--- src/hw/rtl/csve_pkg.sv ---
package csve_pkg;

	typedef struct packed {
		logic        command;
		logic [28:0] frame_id;
		logic [3:0]  frame_len;
		logic [63:0] frame_data;
	} in_item_t;

	typedef struct packed {
		logic [31:0] value_bits;
		logic [1:0]  val_state;
		logic        frame_accepted;
		logic        decode_error;
		logic [31:0] frames_received;
		logic [15:0] silent_ticks;
	} out_item_t;

	typedef struct packed {
		logic [28:0] match_id;
		logic [2:0]  byte_offset;
		logic [2:0]  field_kind;
		logic [15:0] stale_limit;
	} cfg_t;

	localparam logic [1:0] REG_MATCH_ID    = 2'd0;
	localparam logic [1:0] REG_BYTE_OFFSET = 2'd1;
	localparam logic [1:0] REG_FIELD_KIND  = 2'd2;
	localparam logic [1:0] REG_STALE_LIMIT = 2'd3;

	localparam logic [2:0] VT_FLOAT = 3'd0;
	localparam logic [2:0] VT_U8    = 3'd1;
	localparam logic [2:0] VT_I8    = 3'd2;
	localparam logic [2:0] VT_U16   = 3'd3;
	localparam logic [2:0] VT_I16   = 3'd4;
	localparam logic [2:0] VT_U32   = 3'd5;
	localparam logic [2:0] VT_I32   = 3'd6;

	localparam logic [1:0] ST_NONE    = 2'd0;
	localparam logic [1:0] ST_FRESH   = 2'd1;
	localparam logic [1:0] ST_STALLED = 2'd2;

	localparam logic [15:0] STALE_LIMIT_RST = 16'd5;

endpackage

--- src/hw/rtl/csve_if.sv ---
interface csve_in_if;
	import csve_pkg::*;
	logic     valid;
	logic     ready;
	in_item_t data;
	modport source (output valid, output data, input ready);
	modport sink (input valid, input data, output ready);
endinterface

interface csve_out_if;
	import csve_pkg::*;
	logic      valid;
	logic      ready;
	out_item_t data;
	modport source (output valid, output data, input ready);
	modport sink (input valid, input data, output ready);
endinterface

--- src/hw/rtl/can_sensor_value_extractor.sv ---
// CAN sensor value extractor.
// Input channel in_ch carries one transaction per received CAN frame
// (command 0) or per receive-timeout tick (command 1). Output channel
// out_ch returns exactly one result per input transaction: the current
// value bits, status, match/error flags, match count and silence count.
// Configuration is written through cfg_we/cfg_idx/cfg_data while idle.
// The result is valid in the cycle after input acceptance. Throughput:
// one transaction per cycle while out_ch is ready; the decode and
// float conversion sit in a single combinational pass before the result register.
// The result register holds while the receiver stalls; a new item is
// still taken when the held result is taken in the same cycle.
// Reset clears value, counters and status (no value yet) and sets the
// stale limit to 5; the block is ready straight after reset.
module can_sensor_value_extractor (
	input  logic             clk,
	input  logic             arst_n,
	input  logic             cfg_we,
	input  logic [1:0]       cfg_idx,
	input  logic [28:0]      cfg_data,
	csve_in_if.sink          in_ch,
	csve_out_if.source       out_ch
);
	import csve_pkg::*;

	cfg_t        cfg_q;
	logic [31:0] value_q;
	logic [15:0] silence_q;
	logic [1:0]  status_q;
	logic [31:0] count_q;
	logic        out_valid_q;
	out_item_t   out_q;

	logic        take;
	logic        is_match;
	logic [31:0] dec_bits;
	logic        dec_err;
	logic [31:0] n_value;
	logic [15:0] n_silence;
	logic [1:0]  n_status;
	logic [31:0] n_count;
	logic        upd;

	csve_decode u_dec (
		.frame_data  (in_ch.data.frame_data),
		.frame_len   (in_ch.data.frame_len),
		.byte_offset (cfg_q.byte_offset),
		.field_kind  (cfg_q.field_kind),
		.bits        (dec_bits),
		.err         (dec_err)
	);

	assign in_ch.ready  = !out_valid_q || out_ch.ready;
	assign take         = in_ch.valid && in_ch.ready;
	assign out_ch.valid = out_valid_q;
	assign out_ch.data  = out_q;

	// next state for one transaction
	always_comb begin
		is_match  = !in_ch.data.command && (in_ch.data.frame_id == cfg_q.match_id);
		n_value   = value_q;
		n_silence = silence_q;
		n_status  = status_q;
		n_count   = count_q;
		upd       = 1'b0;
		if (!in_ch.data.command) begin
			if (is_match) begin
				n_value   = dec_bits;
				n_silence = 16'd0;
				n_status  = ST_FRESH;
				n_count   = count_q + 32'd1;
				upd       = 1'b1;
			end
		end else begin
			if (silence_q != 16'hFFFF) n_silence = silence_q + 16'd1;
			upd = 1'b1;
		end
		if (upd && n_silence >= cfg_q.stale_limit) n_status = ST_STALLED;
	end

	// configuration registers
	always_ff @(posedge clk or negedge arst_n) begin
		if (!arst_n) begin
			cfg_q <= '{match_id: 29'd0, byte_offset: 3'd0, field_kind: 3'd0,
				stale_limit: STALE_LIMIT_RST};
		end else if (cfg_we) begin
			unique case (cfg_idx)
				REG_MATCH_ID:    cfg_q.match_id    <= cfg_data;
				REG_BYTE_OFFSET: cfg_q.byte_offset <= cfg_data[2:0];
				REG_FIELD_KIND:  cfg_q.field_kind  <= cfg_data[2:0];
				REG_STALE_LIMIT: cfg_q.stale_limit <= cfg_data[15:0];
				default: ;
			endcase
		end
	end

	// state and result register
	always_ff @(posedge clk or negedge arst_n) begin
		if (!arst_n) begin
			value_q     <= 32'd0;
			silence_q   <= 16'd0;
			status_q    <= ST_NONE;
			count_q     <= 32'd0;
			out_valid_q <= 1'b0;
		end else begin
			if (take) begin
				value_q     <= n_value;
				silence_q   <= n_silence;
				status_q    <= n_status;
				count_q     <= n_count;
				out_valid_q <= 1'b1;
			end else if (out_ch.ready) begin
				out_valid_q <= 1'b0;
			end
		end
	end

	always_ff @(posedge clk) begin
		if (take) begin
			out_q.value_bits      <= n_value;
			out_q.val_state       <= n_status;
			out_q.frame_accepted  <= is_match;
			out_q.decode_error    <= is_match && dec_err;
			out_q.frames_received <= n_count;
			out_q.silent_ticks    <= n_silence;
		end
	end

endmodule

--- src/hw/rtl/csve_decode.sv ---
// Field extraction and integer to single conversion, purely combinational
module csve_decode (
	input  logic [63:0] frame_data,
	input  logic [3:0]  frame_len,
	input  logic [2:0]  byte_offset,
	input  logic [2:0]  field_kind,
	output logic [31:0] bits,
	output logic        err
);
	import csve_pkg::*;

	logic [3:0]  len_c;
	logic [3:0]  size;
	logic        type_ok;
	logic [31:0] raw;
	logic [31:0] mag;
	logic        neg;
	logic [4:0]  top;
	logic        found;
	logic [31:0] norm;
	logic [23:0] man;
	logic        rnd;
	logic [24:0] man_r;
	logic [7:0]  expo;

	// clamp length, select field size
	always_comb begin
		len_c   = (frame_len > 4'd8) ? 4'd8 : frame_len;
		type_ok = 1'b1;
		case (field_kind)
			VT_FLOAT, VT_U32, VT_I32: size = 4'd4;
			VT_U16, VT_I16:           size = 4'd2;
			VT_U8, VT_I8:             size = 4'd1;
			default: begin
				size    = 4'd1;
				type_ok = 1'b0;
			end
		endcase
		err = !type_ok || (({1'b0, byte_offset} + size) > len_c);
	end

	// little-endian field and its magnitude
	always_comb begin
		raw = 32'(frame_data >> {byte_offset, 3'b000});
		neg = 1'b0;
		case (field_kind)
			VT_U8:  mag = {24'd0, raw[7:0]};
			VT_I8: begin
				neg = raw[7];
				mag = {24'd0, neg ? 8'(-raw[7:0]) : raw[7:0]};
				if (neg && raw[7:0] == 8'h80) mag = 32'h80;
			end
			VT_U16: mag = {16'd0, raw[15:0]};
			VT_I16: begin
				neg = raw[15];
				mag = neg ? {15'd0, 17'(17'h10000 - {1'b0, raw[15:0]})}
					: {16'd0, raw[15:0]};
			end
			VT_I32: begin
				neg = raw[31];
				mag = neg ? (32'd0 - raw) : raw;
			end
			default: mag = raw;
		endcase
	end

	// leading one search and normalise
	always_comb begin
		top   = 5'd0;
		found = 1'b0;
		for (int i = 0; i < 32; i++) begin
			if (mag[i]) top = 5'(i);
		end
		found = |mag;
		norm  = mag << (5'd31 - top);
		man   = norm[31:8];
		rnd   = norm[7] && ((|norm[6:0]) || norm[8]);
		man_r = {1'b0, man} + {24'd0, rnd};
		expo  = 8'd127 + {3'd0, top} + {7'd0, man_r[24]};
	end

	// final selection
	always_comb begin
		if (err)
			bits = 32'd0;
		else if (field_kind == VT_FLOAT)
			bits = raw;
		else if (!found)
			bits = 32'd0;
		else
			bits = {neg, expo, man_r[24] ? man_r[23:1] : man_r[22:0]};
	end

endmodule

--- src/flat_wrapper.sv ---
// flat-port wrapper written by rule: the top's interface ports become plain ports
module can_sensor_value_extractor_flat import csve_pkg::*;
  (clk, arst_n, cfg_we, cfg_idx, cfg_data, in_ch_valid, in_ch_data, in_ch_ready, out_ch_valid, out_ch_data, out_ch_ready);
  csve_in_if in_ch_i ();
  csve_out_if out_ch_i ();
  input  logic clk;
  input  logic arst_n;
  input  logic cfg_we;
  input  logic [1:0] cfg_idx;
  input  logic [28:0] cfg_data;
  input wire logic [$bits(in_ch_i.valid)-1:0] in_ch_valid;
  input wire logic [$bits(in_ch_i.data)-1:0] in_ch_data;
  output wire logic [$bits(in_ch_i.ready)-1:0] in_ch_ready;
  output wire logic [$bits(out_ch_i.valid)-1:0] out_ch_valid;
  output wire logic [$bits(out_ch_i.data)-1:0] out_ch_data;
  input wire logic [$bits(out_ch_i.ready)-1:0] out_ch_ready;
  assign in_ch_i.valid = in_ch_valid;
  assign in_ch_i.data = in_ch_data;
  assign in_ch_ready = in_ch_i.ready;
  assign out_ch_valid = out_ch_i.valid;
  assign out_ch_data = out_ch_i.data;
  assign out_ch_i.ready = out_ch_ready;
  can_sensor_value_extractor u_core (.clk(clk), .arst_n(arst_n), .cfg_we(cfg_we), .cfg_idx(cfg_idx), .cfg_data(cfg_data), .in_ch(in_ch_i), .out_ch(out_ch_i));
endmodule
--- config.mk ---
export PLATFORM = sky130hd
export DESIGN_NAME = can_sensor_value_extractor_flat
export DESIGN_NICKNAME = d
export VERILOG_FILES = /design/src/hw/rtl/csve_pkg.sv /design/src/hw/rtl/csve_if.sv /design/src/hw/rtl/can_sensor_value_extractor.sv /design/src/hw/rtl/csve_decode.sv /design/src/flat_wrapper.sv
export SDC_FILE = /design/constraint.sdc
export NUM_CORES = 1
export LEC_CHECK = 0
export ABC_AREA = 1
export BUFFER_PORTS_ARGS = -buffer_cell sky130_fd_sc_hd__buf_2
export CORE_MARGIN = 2
export CORE_UTILIZATION = 40
export DETAILED_ROUTE_END_ITERATION = 16
export GPL_TIMING_DRIVEN = 0
export HOLD_SLACK_MARGIN = 0.12
export PLACE_DENSITY = 0.63
export SLEW_MARGIN = 10
export SYNTH_ARGS = -nofsm -noshare
export SYNTH_HDL_FRONTEND = slang
export SYNTH_SLANG_ARGS = --single-unit
--- constraint.sdc ---
create_clock -name clk -period 5.8 [get_ports clk]
set_clock_uncertainty 0.05 [all_clocks]
set_input_delay 0.87 -clock clk [delete_from_list [all_inputs] [get_ports clk]]
set_output_delay 0.87 -clock clk [all_outputs]
set_load 0.02 [all_outputs]
==> results of run 1 <==
## Yosys cell counts, drive strengths merged (2+ instances only)
cell    number  area (sq um)
o211ai      34           255
xor2        59           517
nor4        12          75.1
dfstp        2          52.6
mux2        13           146
o31ai        3          22.5
ha          31           388
xnor2       13           114
a32oi        7          61.3
a211oi       2          15.0
nand2      829          3200
o21ai      158           813
inv        237           897
or2          3          18.8
nor3        29           206
edfxtp      84          2520
o21bai       2          15.0
nand3      359          1860
mux2i        4          40.0
clkinv       3          11.3
o22ai       11          68.8
a31oi       10          62.6
clkbuf      34           128
nor2       157           664
nand4       31           200
o221ai       2          17.5
a41oi        2          17.5
dfrtp      132          3300
and2         3          18.8
buf         72           463
a22oi        2          15.0
a21oi       60           304
o21a        16           120
nor3b        2          15.0
## flip-flops by register name (all words and copies together) (netlist names)
register and count:
u_core.value_q 32, u_core.out_ch.data 84, u_core.out_ch.valid 1, u_core.status_q 2, u_core.cfg_q 51, u_core.silence_q 16
u_core.count_q 32
## final timing paths
path / slack, ns / endpoint / from / cells after the start
max: -1.13 / u_core.value_q[25]$_DFFE_PN0P_ / u_core.cfg_q[20]$_DFFE_PN0P_ / 43
min in group clk: 0.43 / u_core.value_q[18]$_DFFE_PN0P_ / u_core.value_q[18]$_DFFE_PN0P_ / 2
max reg2reg: -1.13 / u_core.value_q[25]$_DFFE_PN0P_ / u_core.cfg_q[20]$_DFFE_PN0P_ / 43
max in group asynchronous: 4.63 / u_core.value_q[5]$_DFFE_PN0P_ / arst_n / 2
min reg2reg: 0.43 / u_core.value_q[18]$_DFFE_PN0P_ / u_core.value_q[18]$_DFFE_PN0P_ / 2
min: 0.27 / u_core.count_q[7]$_DFFE_PN0P_ / arst_n / 1
## where the power goes
group          switching [W]  internal, W
Sequential          0.000129      0.00184
Combinational        0.00523      0.00269
Clock               0.000613     0.000764
Total                0.00597      0.00529
## cell families (layout without fill, tap and decap cells)
group	count (synthesis)	after routing	share of synthesized area
compound gates	315	315	0.110
simple gates	1427	1427	0.376
flops	218	218	0.352
fa+ha+maj	32	32	0.0244
mux	17	17	0.0112
xor+xnor	72	72	0.0377
buf+inv	346	719	0.0897
## timing repair
action / CTS / global route
setup endpoints to repair: 64 / 64
gates cloned: 4 / 0
pin swaps: 81 / 70
gates resized for setup: 273 / 103
setup buffers: 87 / 20
hold endpoints to repair: 0 / 0
## layout make-up
type	instances	area, sq um	area share
buffer	106	754	0.0348
clock buffer	32	629	0.0290
clock inverter	10	62.6	0.00288
inverter	240	942	0.0434
multi-input combinational	1863	10700	0.492
sequential	218	5880	0.271
tap	532	666	0.0307
timing repair buffer	331	2090	0.0964
## per-layer routing
| metal | GRT usage | vias to the layer above |
|---|---|---|
| li1 | - | 8755 |
| met3 | 0.0334 | 126 |
| met2 | 0.458 | 791 |
| met1 | 0.404 | 8675 |
| met4 | 0.0739 | 0 |
| met5 | 0 | - |
## stage by stage
stage                     power, W  std cells  worst slack [ns]  utilization  hold WS, ns
after floorplan            0.00623       2427            -0.328            -        0.398
after global placement     0.00806       3178             -2.03        0.453        0.412
after detailed placement   0.00805       3180             -1.98        0.454        0.415
after CTS                   0.0107       3313            -0.929        0.515        0.286
after global routing        0.0120       3332             -1.51        0.529        0.309
final                       0.0113       3332             -1.13        0.529        0.265
==> flow_summary.toml, run 1 <==
[floorplanning]
core_sq_um = 41000
die_y_microns = 208
row_count = 74
start_util = 0.408
io_pins = 220
fp.dieW_microns = 208
die-area_sq_um = 43500

[placement]
dpl.hpwl_microns = 48200
finalWeightedCongestion = 0.942
port_buffers = 219
place_area_sq_um = 18600

[clock_tree]
cts-root-buf = "clkbuf_16"
numCtsBuffers = 23
clockBufferDepth = 3
cts.htree.levels = 1
cts_hold_buf = 0
insertion_delay_ns = 0.53
cts_tree = "built"
clock_sinks = 218
path_clk_slew_ns = 0.07

[logic_synthesis]
syn-instance-count = 2427
ys_seq_area_frac = 0.352
synth_ff_type = "dfrtp_1"
async_flop_share = 0.615
synth_cell_types = 65
synth_area_per_cell_sq_um = 6.89
synth_nets = 2593
synth_edf_count = 84
syn-cell-area_sq_um = 16700
synth_warnings = 0
ys_ff_latch = 218

[route]
maxUsedRoutingLayer = "met4"
finalWirelength_microns = 63400
routed_via_density = 5.51
wl_met2_microns = 28800
dr.pass1.iters = 5
dr_wl_met3_microns = 4210
route.detailed.drc = 0
first_iter_violations = 1551
ant_nets = 0
vias = 18347
wl_per_cell_microns = 19.0
drt-met1-wl_microns = 28500

[worst_hold_path]
hp-class = "in -> async"

[timing]
finalHoldViolations = 0
fin_crit_ns = 6.93
maxSlewHeadroom = 0.387
fin_ws_ns = -1.13
fin_setup_tns_ns = -56.90
fin_crit_sh = 1.19
max_freq_ghz = 0.144
tightest_slew_ns = 0.912
setup_viol = 62
slew_viol_final = 0
grt_setup_unrepaired = "yes"

[setup_path]
max_stage_delay_ns = 0.45
setup.worst_path.end_class = "register"
criticalPathCategory = "reg -> reg"
cp_slowest_cell = "a32oi_2"
crit_fanout = 10
arrival_ns = 7.27
crit_top_cell = "nand2_1"
crit_required_ns = 6.15
path_buf_inv = 9
cp-start-kind = "register"
crit_family = "simple AND/OR/NAND/NOR gates"

[flow_run]
cap_violations = 0

[cells_and_area]
final_net_count = 2949
drive_above_1_share = 0.271
final_common_cell = "nand2_1"
mostFrequentLayoutCells = "729 x nand2_1, 290 x nand3_1, 238 x buf_2, 211 x inv_1, 132 x dfrtp_1"
design_area_sq_um = 21700
n_antenna_cell = 0
fill_cells = 4019
area_growth_pct = 29.7

[grt]
grt_overflow = 0
antenna_found_initial = 2
grt_pass1_wl_microns = 98300
grt_use_total = 0.284
grt_max_degree = 73
first_global_vias = 17536

[power]
p_per_area_nw_per_um2 = 519
max-vdd-ir-drop_mv = 0.278
p_leak_nw = 10.5

[outcome]
violations = "negative setup slack"
status = "complete, but fails checks"
No activity file was read; power rests on OpenSTA's default activity.
==> inputs of run 2 (changes only) <==
PLACE_DENSITY = 0.61   (was 0.63)
REMOVE_ABC_BUFFERS = 1   (was default)
clock period = 8.1 ns   (was 5.8 ns; I/O delays follow)
==> run 2 against run 1 <==
Compared with the run above:
- the run now ends clean
- setup slack improved by 1.6 ns
- utilization fell by 5.2 points
- wire length fell by 12%
- sequential power fell by 27%
- final area fell by 9.9%
- final cell count fell by 5.3%
==> flow_summary.toml, run 2 (synthesis results as in run 1) <==
[route]
drt-met1-wl_microns = 26100
route.detailed.drc = 0
first_iter_violations = 1753
dr.pass1.iters = 6
wl_met2_microns = 25300
wl_per_cell_microns = 17.7
vias = 17225
maxUsedRoutingLayer = "met4"
finalWirelength_microns = 56000
dr_wl_met3_microns = 3360
ant_nets = 0
routed_via_density = 5.46

[cells_and_area]
n_antenna_cell = 0
mostFrequentLayoutCells = "790 x nand2_1, 342 x nand3_1, 218 x buf_2, 213 x inv_1, 134 x o21ai_0"
largest_reg_flops = 84
multi_input_area_sq_um = 9670
design_area_sq_um = 19500
area_growth_pct = 16.9
fill_cells = 4154
final_common_cell = "nand2_1"
seqCellArea_sq_um = 5890
final_net_count = 2775
finalNonFillerCells = 3157
drive_above_1_share = 0.171

[timing]
fin_ws_ns = 0.510
fin_crit_ns = 7.59
max_freq_ghz = 0.132
finalHoldViolations = 0
tightest_slew_ns = 0.968
fin_crit_sh = 0.937
setup_viol = 0
maxSlewHeadroom = 0.353
slew_viol_final = 0
hold_ws_ns = 0.428

[grt]
grt_overflow = 0
grt_pass1_wl_microns = 85700
grt_use_total = 0.244
antenna_found_initial = 0
first_global_vias = 15721
grt_max_degree = 121

[clock_tree]
clockBufferDepth = 3
cts.htree.levels = 1
insertion_delay_ns = 0.52
cts-root-buf = "clkbuf_16"
cts_tree = "built"
numCtsBuffers = 22
clock_sinks = 218
path_clk_slew_ns = 0.06

[power]
p_per_area_nw_per_um2 = 353
p_leak_nw = 9.51
max-vdd-ir-drop_mv = 0.159
total_power_w = 0.00691

[setup_path]
crit_fanout = 25
crit_top_cell = "nand2_1"
criticalPathCategory = "in -> reg"
cp_slowest_cell = "inv_4"
cp-start-kind = "primary input"
max_stage_delay_ns = 0.36
crit_required_ns = 8.44
arrival_ns = 7.93
setup.worst_path.end_class = "register"

[floorplanning]
core_sq_um = 41000
die-area_sq_um = 43500
fp.dieW_microns = 208
start_util = 0.408
row_count = 74
die_y_microns = 208
io_pins = 220

[placement]
dpl.hpwl_microns = 40500
placedCellCount = 3078
port_buffers = 219
post-place-ws_ns = -1.32
place_area_sq_um = 18100
finalWeightedCongestion = 0.937

[outcome]
status = "complete, no violations"

[worst_hold_path]
hp-class = "reg -> reg"

[flow_run]
cap_violations = 0
[run 2: changes by cell type in the layout (fill, tap and decap cells not counted), moves of 15 or more]
cell      change
nand3_4      -21
o21ai_0      +19
buf_2        -20
nand3_2      -29
buf_4        -83
nand3_1      +52
nand2_2      -46
nand2_1      +61
buf_6        -28
nor2_1       +15
clkbuf_1     -34
[run 2: metrics by stage]
step | setup TNS [ns] | utilization
floorplan | -0.104 | -
global placement | -144.05 | 0.436
detailed placement | -49.11 | 0.440
CTS | 0 | 0.464
global route | -0.0437 | 0.477
finish | 0 | 0.477
[run 2: area by class of cell]
class / instances / area share
Inverter: 240 / 0.0517
Clock buffer: 30 / 0.0317
Tap cell: 532 / 0.0341
Sequential cell: 218 / 0.301
Clock inverter: 10 / 0.00979
Timing Repair Buffer: 257 / 0.0767
Multi-Input combinational cell: 1870 / 0.495
[run 2: power by group]
| group | internal [W] | leakage (nW) | total, W | switching, W |
|---|---|---|---|---|
| Sequential | 0.00132 | 2.53 | 0.00143 | 0.000105 |
| Clock | 0.000699 | 0.392 | 0.00114 | 0.000436 |
| Combinational | 0.00129 | 6.58 | 0.00435 | 0.00306 |
| Total | 0.00331 | 9.51 | 0.00691 | 0.00360 |
[run 2: metal layers]
| layer | vias up | GRT usage |
|---|---|---|
| met5 | - | 0 |
| met4 | 0 | 0.0556 |
| met3 | 77 | 0.0234 |
| met2 | 647 | 0.389 |
| met1 | 8100 | 0.356 |
| li1 | 8401 | - |
[run 2: path summary, 6_finish.rpt]
| kind | start | end | slack, ns | cells after the start |
|---|---|---|---|---|
| min reg2reg | u_core.value_q[18]$_DFFE_PN0P_ | u_core.value_q[18]$_DFFE_PN0P_ | 0.43 | 2 |
| max | in_ch_data[57] | u_core.value_q[27]$_DFFE_PN0P_ | 0.51 | 42 |
| max in group asynchronous | arst_n | u_core.cfg_q[21]$_DFFE_PN0P_ | 6.61 | 2 |
| min | u_core.value_q[18]$_DFFE_PN0P_ | u_core.value_q[18]$_DFFE_PN0P_ | 0.43 | 2 |
| max reg2reg | u_core.cfg_q[19]$_DFFE_PN0P_ | u_core.value_q[27]$_DFFE_PN0P_ | 0.55 | 43 |
| min in group asynchronous | arst_n | u_core.count_q[19]$_DFFE_PN0P_ | 0.61 | 1 |
[run 2: timing repair]
action                     4_1_cts  5_1_grt
setup endpoints to repair       62       62
hold buffers                     0        0
pin swaps                        1       13
gates cloned                     1        7
setup buffers                    2       29
gates resized for setup         31       52
[run 2: critical path, delay by kind of cell]
| family | cells | cell delay (ns) |
|---|---|---|
| simple gates | 28 | 4.20 |
| compound gates | 7 | 1.19 |
| buf+inv | 5 | 0.85 |
| fa+ha+maj | 2 | 0.43 |
